--- config.mk ---
export PLATFORM = sky130hd
export DESIGN_NAME = stepper_coil_sequencer
export DESIGN_NICKNAME = d
export VERILOG_FILES = /design/src/rtl/scs_pkg.sv /design/src/rtl/stepper_coil_sequencer.sv
export SDC_FILE = /design/constraint.sdc
export NUM_CORES = 1
export LEC_CHECK = 0
export ABC_AREA = 1
export BUFFER_PORTS_ARGS = -buffer_cell sky130_fd_sc_hd__buf_4
export CORE_MARGIN = 5
export CORE_UTILIZATION = 25
export DETAILED_ROUTE_END_ITERATION = 10
export GPL_TIMING_DRIVEN = 0
export PLACE_DENSITY = 0.41
export REMOVE_ABC_BUFFERS = 1
export SETUP_SLACK_MARGIN = 0.15
export SLEW_MARGIN = 10
export SYNTH_ARGS = -nofsm -noshare
export SYNTH_HDL_FRONTEND = slang
export SYNTH_SLANG_ARGS = --single-unit
--- constraint.sdc ---
create_clock -name clk_i -period 5.8 [get_ports clk_i]
set_input_delay 0.29 -clock clk_i [delete_from_list [all_inputs] [get_ports clk_i]]
set_output_delay 0.29 -clock clk_i [all_outputs]
set_load 0.05 [all_outputs]
--- src/rtl/scs_pkg.sv ---
`default_nettype none

package scs_pkg;

  localparam int unsigned FUNC_W   = 2;
  localparam int unsigned ANGLE_W  = 16;
  localparam int unsigned COIL_W   = 4;
  localparam int unsigned TICKS_W  = 24;
  localparam int unsigned SEQ_W    = 17;
  localparam int unsigned IDX_W    = 3;
  localparam int unsigned IN_DW    = 24;
  localparam int unsigned OUT_DW   = 8;

  localparam logic [TICKS_W-1:0] TICKS_RESET = 24'd10;

  // floor(angle * 2048 / 1440) = (angle * SEQ_MULT) >> SEQ_SHIFT, exact for 16-bit angles
  localparam int unsigned PROD_W    = 47;
  localparam logic [30:0] SEQ_MULT  = 31'd1527099484;
  localparam int unsigned SEQ_SHIFT = 30;

  typedef enum logic [FUNC_W-1:0] {
    FUNC_TICK    = 2'd0,
    FUNC_START   = 2'd1,
    FUNC_RELEASE = 2'd2,
    FUNC_NOP     = 2'd3
  } func_e;

  localparam logic [COIL_W-1:0] FULL_TAB [4] = '{4'h1, 4'h2, 4'h4, 4'h8};
  localparam logic [COIL_W-1:0] HALF_TAB [8] =
    '{4'h9, 4'h1, 4'h3, 4'h2, 4'h6, 4'h4, 4'hC, 4'h8};

  function automatic logic [COIL_W-1:0] pattern_at(
    input logic             half_mode,
    input logic             reverse,
    input logic [IDX_W-1:0] pos
  );
    logic [IDX_W-1:0] last;
    logic [IDX_W-1:0] p;
    last = half_mode ? 3'd7 : 3'd3;
    p    = pos & last;
    if (reverse) begin
      p = last - p;
    end
    return half_mode ? HALF_TAB[p] : FULL_TAB[p[1:0]];
  endfunction

endpackage

`default_nettype wire

--- src/rtl/stepper_coil_sequencer.sv ---
// Stepper coil sequencer: drives the blue, pink, yellow and orange coils.
// Slave stream: one word per command. tuser holds func (tick, start, release,
// no-op); tdata holds move_angle, turn_direction and step_mode. A start plays
// floor(angle*2048/1440) runs of the full-step (4) or half-step (8) pattern
// table, each pattern held for ticks_per_pattern tick words.
// Master stream: exactly one result word per command word, carrying the coil
// levels after the command and the moving, move_done and start_rejected flags.
// Config channel: cfg_data_i sets ticks_per_pattern (reset value 10, zero acts
// as one); write only while no command is in flight. cfg_ready_o is always high.
// A command word is taken into the input register; its result word is then
// written to the result register. Throughput: one word per cycle while the
// receiver is ready; the state update between the two is combinational.
// When the receiver stalls the result register holds and the input register
// still takes one more word; tready then falls until the result drains.
// Reset: coils low, idle, all counters clear, both registers empty.
`default_nettype none

module stepper_coil_sequencer (
  input  wire                        clk_i,
  input  wire                        rst_ni,
  input  wire                        s_axis_tvalid,
  output logic                       s_axis_tready,
  // move_angle [15:0], turn_direction [16], step_mode [17], zero [23:18]
  input  wire  [scs_pkg::IN_DW-1:0]  s_axis_tdata,
  // func [1:0]
  input  wire  [scs_pkg::FUNC_W-1:0] s_axis_tuser,
  output logic                       m_axis_tvalid,
  input  wire                        m_axis_tready,
  // coil_drive [3:0], moving [4], move_done [5], start_rejected [6], zero [7]
  output logic [scs_pkg::OUT_DW-1:0] m_axis_tdata,
  input  wire                        cfg_valid_i,
  output logic                       cfg_ready_o,
  input  wire  [scs_pkg::TICKS_W-1:0] cfg_data_i
);
  import scs_pkg::*;

  logic                 in_valid_q, in_valid_d;
  func_e                in_func_q;
  logic [ANGLE_W-1:0]   in_angle_q;
  logic                 in_dir_q, in_mode_q;
  logic                 out_valid_q, out_valid_d;
  logic [OUT_DW-1:0]    out_data_q, out_data_d;

  logic [TICKS_W-1:0]   ticks_q;
  logic [COIL_W-1:0]    coil_q, coil_d;
  logic                 busy_q, busy_d;
  logic [SEQ_W-1:0]     seq_left_q, seq_left_d;
  logic [IDX_W-1:0]     idx_q, idx_d;
  logic [TICKS_W-1:0]   hold_q, hold_d;
  logic                 dir_q, dir_d;
  logic                 mode_q, mode_d;

  logic                 in_fire, proc_fire;
  logic [PROD_W-1:0]    seq_prod;
  logic [SEQ_W-1:0]     seqs;
  logic [TICKS_W-1:0]   reload;
  logic [TICKS_W-1:0]   hold_dec;
  logic [SEQ_W-1:0]     seq_dec;
  logic [IDX_W:0]       idx_inc;
  logic                 last_in_seq;
  logic                 done, rejected;

  assign cfg_ready_o   = 1'b1;
  assign proc_fire     = in_valid_q && (!out_valid_q || m_axis_tready);
  assign s_axis_tready = !in_valid_q || proc_fire;
  assign in_fire       = s_axis_tvalid && s_axis_tready;
  assign m_axis_tvalid = out_valid_q;
  assign m_axis_tdata  = out_data_q;

  assign seq_prod    = PROD_W'(in_angle_q) * PROD_W'(SEQ_MULT);
  assign seqs        = seq_prod[SEQ_SHIFT +: SEQ_W];
  assign reload      = (ticks_q == '0) ? TICKS_W'(1) : ticks_q;
  assign hold_dec    = (hold_q != '0) ? hold_q - TICKS_W'(1) : hold_q;
  assign seq_dec     = (seq_left_q != '0) ? seq_left_q - SEQ_W'(1) : seq_left_q;
  assign idx_inc     = {1'b0, idx_q} + (IDX_W+1)'(1);
  assign last_in_seq = idx_inc >= (mode_q ? (IDX_W+1)'(8) : (IDX_W+1)'(4));

  always_comb begin
    in_valid_d  = in_fire ? 1'b1 : (proc_fire ? 1'b0 : in_valid_q);
    out_valid_d = proc_fire ? 1'b1 : (m_axis_tready ? 1'b0 : out_valid_q);
    coil_d      = coil_q;
    busy_d      = busy_q;
    seq_left_d  = seq_left_q;
    idx_d       = idx_q;
    hold_d      = hold_q;
    dir_d       = dir_q;
    mode_d      = mode_q;
    done        = 1'b0;
    rejected    = 1'b0;
    if (proc_fire) begin
      unique case (in_func_q)
        FUNC_START: begin
          if (busy_q) begin
            rejected = 1'b1;
          end else begin
            dir_d  = in_dir_q;
            mode_d = in_mode_q;
            if (seqs != '0) begin
              seq_left_d = seqs;
              idx_d      = '0;
              coil_d     = pattern_at(in_mode_q, in_dir_q, '0);
              hold_d     = reload;
              busy_d     = 1'b1;
            end
          end
        end
        FUNC_RELEASE: begin
          coil_d     = '0;
          busy_d     = 1'b0;
          seq_left_d = '0;
          idx_d      = '0;
          hold_d     = '0;
        end
        FUNC_TICK: begin
          if (busy_q) begin
            hold_d = hold_dec;
            if (hold_dec == '0) begin
              if (last_in_seq) begin
                seq_left_d = seq_dec;
                idx_d      = '0;
              end else begin
                idx_d = idx_inc[IDX_W-1:0];
              end
              if (last_in_seq && (seq_dec == '0)) begin
                busy_d = 1'b0;
                done   = 1'b1;
              end else begin
                coil_d = pattern_at(mode_q, dir_q, idx_d);
                hold_d = reload;
              end
            end
          end
        end
        FUNC_NOP: begin
        end
      endcase
    end
    out_data_d = {1'b0, rejected, done, busy_d, coil_d};
  end

  always_ff @(posedge clk_i or negedge rst_ni) begin
    if (!rst_ni) begin
      in_valid_q  <= 1'b0;
      out_valid_q <= 1'b0;
      ticks_q     <= TICKS_RESET;
      coil_q      <= '0;
      busy_q      <= 1'b0;
      seq_left_q  <= '0;
      idx_q       <= '0;
      hold_q      <= '0;
      dir_q       <= 1'b0;
      mode_q      <= 1'b0;
    end else begin
      in_valid_q  <= in_valid_d;
      out_valid_q <= out_valid_d;
      if (cfg_valid_i && cfg_ready_o) begin
        ticks_q <= cfg_data_i;
      end
      coil_q      <= coil_d;
      busy_q      <= busy_d;
      seq_left_q  <= seq_left_d;
      idx_q       <= idx_d;
      hold_q      <= hold_d;
      dir_q       <= dir_d;
      mode_q      <= mode_d;
    end
  end

  always_ff @(posedge clk_i) begin
    if (in_fire) begin
      in_func_q  <= func_e'(s_axis_tuser);
      in_angle_q <= s_axis_tdata[ANGLE_W-1:0];
      in_dir_q   <= s_axis_tdata[ANGLE_W];
      in_mode_q  <= s_axis_tdata[ANGLE_W+1];
    end
    if (proc_fire) begin
      out_data_q <= out_data_d;
    end
  end

endmodule

`default_nettype wire

==> summary.md <==
| Metric | Value |
|---|---|
| Status | `finished with violations` |
| Failing checks | `hold timing, setup timing` |
| DP Cell Count | `2719` |
| DR WL/cell | `15.86 um` |
| Final setup viols | `54` |
| Final ANT Viol Nets | `0` |
| Antenna Cells | `0` |
| Met3 Track Usage GR | `0.01249` |
| Core area | `56060 um^2` |
| Final worst slack | `-412.3 ps` |
| Slew @ Worst Pin | `1113 ps` |
| Worst Reg2Reg Path Length in Cells | `27` |
| First-pass GRT wire length | `69.89 mm` |
| # H-tree levels | `3` |
| Fin crit share | `1.071` |
| Total GRT Usage | `0.1460` |
| CP Depth | `27` |
| Max Cap Violations | `0` |
| Critical path endpoint category | `flop` |
| Clk_lat worst skew | `390 ps` |
| Drt first-iter violations | `704` |
| Min Tclk post-route | `6212 ps` |
| Post-Syn Area | `14090 um^2` |
| Crit path launch type | `flop` |
| CTS Buf Count | `9` |
| DR vias/cell | `4.433` |
| Grt met1 use | `0.2221` |
| Max-slew violation count | `0` |
| Final hold slack | `-38.21 ps` |
| Leading area contributor after synthesis | `fa_1` |
| Hold/Removal Path Class | `input port to asynchronous set/reset pin` |
| Post-Synthesis Cells | `1937` |
| Slew headroom | `0.2571` |
| Synth unique cells | `49` |
| DRT Pass-1 Iters | `5` |
| CTS tree | `done` |
| Number of I/O pins | `66` |
| Slowest CP cell | `fa_1` |
| Reg2reg end | `seq_left_q[12]` |
| Vias | `12400` |
| Nets@finish | `2368` |
| R2R setup slack | `-410 ps` |
| Syn Area/Cell | `7.272 um^2` |
| Register bit count reported by yosys | `104` |
| Most used routing layer | `met2` |
| Reg-to-Reg Start | `in_angle_q[13]` |
| Worst Path Max Fanout | `8` |
| Total gr overflow | `0` |
| Sequential area share after synthesis | `0.1945` |
| Most frequent CP cell | `fa_1` |
| GP Congestion | `0.8665` |
| Clock sinks | `104` |
| Initial antenna violation count | `0` |
| Core Rows | `87` |
| DIE WIDTH | `247.4 um` |
| WS Path Type | `flop to flop` |
| Routed WL | `44.36 mm` |
| Critical Path RT | `6080 ps` |
| Clock-pin slew on the worst setup and hold paths | `90 ps` |
| Achievable Freq | `0.1610 GHz` |
| Met2 GRT Util | `0.2259` |
| Starting Density | `0.2513` |
| Vias in the first global route | `12480` |
| Arrival time at the worst endpoint | `6490 ps` |
| Finished Layout Cells | `2797` |
| Post-DP HPWL | `35.55 mm` |
| Die area | `61190 um^2` |
| Largest net degree at the start of global routing | `78` |
| Ys Warns | `0` |
| Die H | `247.4 um` |
| Share of layout cells above drive strength 1 | `0.1955` |
| Final hold violation count | `55` |
| Top post-synthesis cells by area | `fa_1 (16%), ha_1 (14%), dfrtp_1 (13%)` |
| Root buffer cell | `clkbuf_16` |
| RSZ-0062 raised after global routing | `yes` |
| Buf/Inv on CP | `7` |
| Top-area cell type share of the netlist area | `0.1620` |
| Port bufs | `57` |
| DRC viols | `0` |
| Hold Buf Count CTS | `0` |
| Max incr delay on CP | `560 ps` |
| Layout area overhead | `20.91%` |
| Top delay family on crit path | `adder cells` |
| Clk buf depth | `2` |
| Layout Skew | `16.39 ps` |
per-stage QoR:
step	setup TNS, ps	hold slack [ps]	cell area (um^2)	worst slack [ps]	util
2_1_floorplan	-6194	-5.591	13860	-202.2	-
3_3_place_gp	-69010	468.0	15230	-1507	0.2717
3_5_place_dp	-67240	469.2	15270	-1463	0.2723
4_1_cts	-16440	52.42	16530	-383.6	0.2949
5_1_grt	-31890	34.20	17030	-684.4	0.3038
6_report	-18430	-38.21	17030	-412.3	0.3038
what timing repair did:
action,CTS,global route
buffers inserted,45,13
setup endpoints to repair,54,54
resized for setup,139,98
pin swaps,51,43
cloned,2,2
worst reg2reg max path, stage by stage, from the launching register on:
cell	delay, ps
edfxtp_1	510
fa_1	560
inv_2	40
fa_1	490
inv_1	50
fa_1	490
inv_1	60
fa_2	530
fa_2	480
fa_1	530
inv_2	50
ha_4	320
nand2_8	90
nor2_4	100
inv_2	60
nor2_2	110
nand4_1	250
nand3_2	190
nand2_1	80
nand2_2	100
xor2_4	230
nand4_4	160
nand3_4	170
buf_12	130
nor2_4	40
buf_12	190
nand2_2	60
o21ai_2	50
cell families (layout without fill, tap and decap cells):
logic type | after synthesis | after routing | share of synthesized area
buf+inv | 475 | 578 | 0.1342
simple gates | 840 | 841 | 0.2553
other cells | 2 | 2 | 0.0005332
xor+xnor | 9 | 9 | 0.005596
fa+ha+maj | 277 | 277 | 0.3068
flops | 104 | 104 | 0.1945
compound gates | 230 | 230 | 0.1030
worst max path at each step:
| stage | start | to | slack [ps] |
|---|---|---|---|
| 2_1_floorplan | in_angle_q[10] | hold_q[10] | -200 |
| 3_3_place_gp | in_angle_q[7] | hold_q[20] | -1510 |
| 3_5_place_dp | in_angle_q[7] | hold_q[6] | -1460 |
| 4_1_cts | in_angle_q[14] | seq_left_q[12] | -380 |
| 5_1_grt | in_angle_q[13] | hold_q[4] | -680 |
| 6_report | in_angle_q[13] | seq_left_q[12] | -410 |
cells in the final DEF (no fill, tap or decap), types with 8 or more instances in the layout:
| cell type | Yosys | layout |
|---|---|---|
| o21ai_2 | 35 | 39 |
| a21oi_2 | 1 | 10 |
| ha_2 | 0 | 11 |
| nand2_1 | 483 | 432 |
| buf_6 | 13 | 11 |
| nor2_4 | 1 | 16 |
| buf_4 | 2 | 100 |
| o21ai_1 | 20 | 23 |
| nor3_1 | 14 | 10 |
| nor2_2 | 14 | 28 |
| edfxtp_1 | 27 | 27 |
| ha_4 | 0 | 20 |
| nand2_2 | 19 | 58 |
| o211ai_1 | 9 | 9 |
| a21oi_1 | 45 | 32 |
| ha_1 | 163 | 132 |
| nor2_1 | 144 | 116 |
| nand2_4 | 0 | 10 |
| fa_1 | 114 | 109 |
| inv_2 | 5 | 17 |
| dfrtp_1 | 75 | 75 |
| clkbuf_16 | 0 | 9 |
| nand4_1 | 34 | 34 |
| o211ai_2 | 13 | 13 |
| o21ai_0 | 88 | 80 |
| nand3_2 | 2 | 8 |
| inv_1 | 438 | 424 |
| nand3_1 | 105 | 98 |
routing by layer:
metal,up-vias,share of wire
met2,170,0.44
met5,-,0
met4,0,0.011
met1,5967,0.52
li1,6241,-
met3,22,0.029
final cells by class:
cell class / count / area [um^2]
Clock inverter: 4 / 33.78
Tap cell: 756 / 945.9
Fill cell: 6104 / 39030
Clock buffer: 12 / 266.5
Timing Repair inverter: 2 / 27.53
Sequential cell: 104 / 2740
Inverter: 443 / 1692
Timing Repair Buffer: 117 / 1010
Multi-Input combinational cell: 1359 / 10320
state kept, by name, indices dropped and copies added, names as in the netlist:
signal	count
coil_q	4
in_valid_q	1
dir_q	1
mode_q	1
ticks_q	24
in_func_q	2
in_angle_q	16
m_axis_tvalid	1
in_dir_q	1
idx_q	3
in_mode_q	1
busy_q	1
seq_left_q	17
m_axis_tdata	7
hold_q	24
Yosys cell counts, drive strengths merged:
library cell and n:
and2 3, or2 7, nor3 14, nand2 502, ha 163, xor2 8
fa 114, xnor2 1, nand3b 3, a32o 1, and3 3, o211ai 22
a21boi 2, nor2 160, edfxtp 27, dfrtp 75, a22o 1, o21bai 7
conb 2, nand4 35, a21oi 46, nor4 4, a21o 1, a211oi 1
a31oi 1, dfstp 2, clkbuf 14, buf 18, o22ai 4, nand3 109
a22oi 1, inv 443, o21ai 143
Power is left out: the tool's default activity adds up to more than one toggle a clock period on the data nets, which glitch-free logic cannot reach.
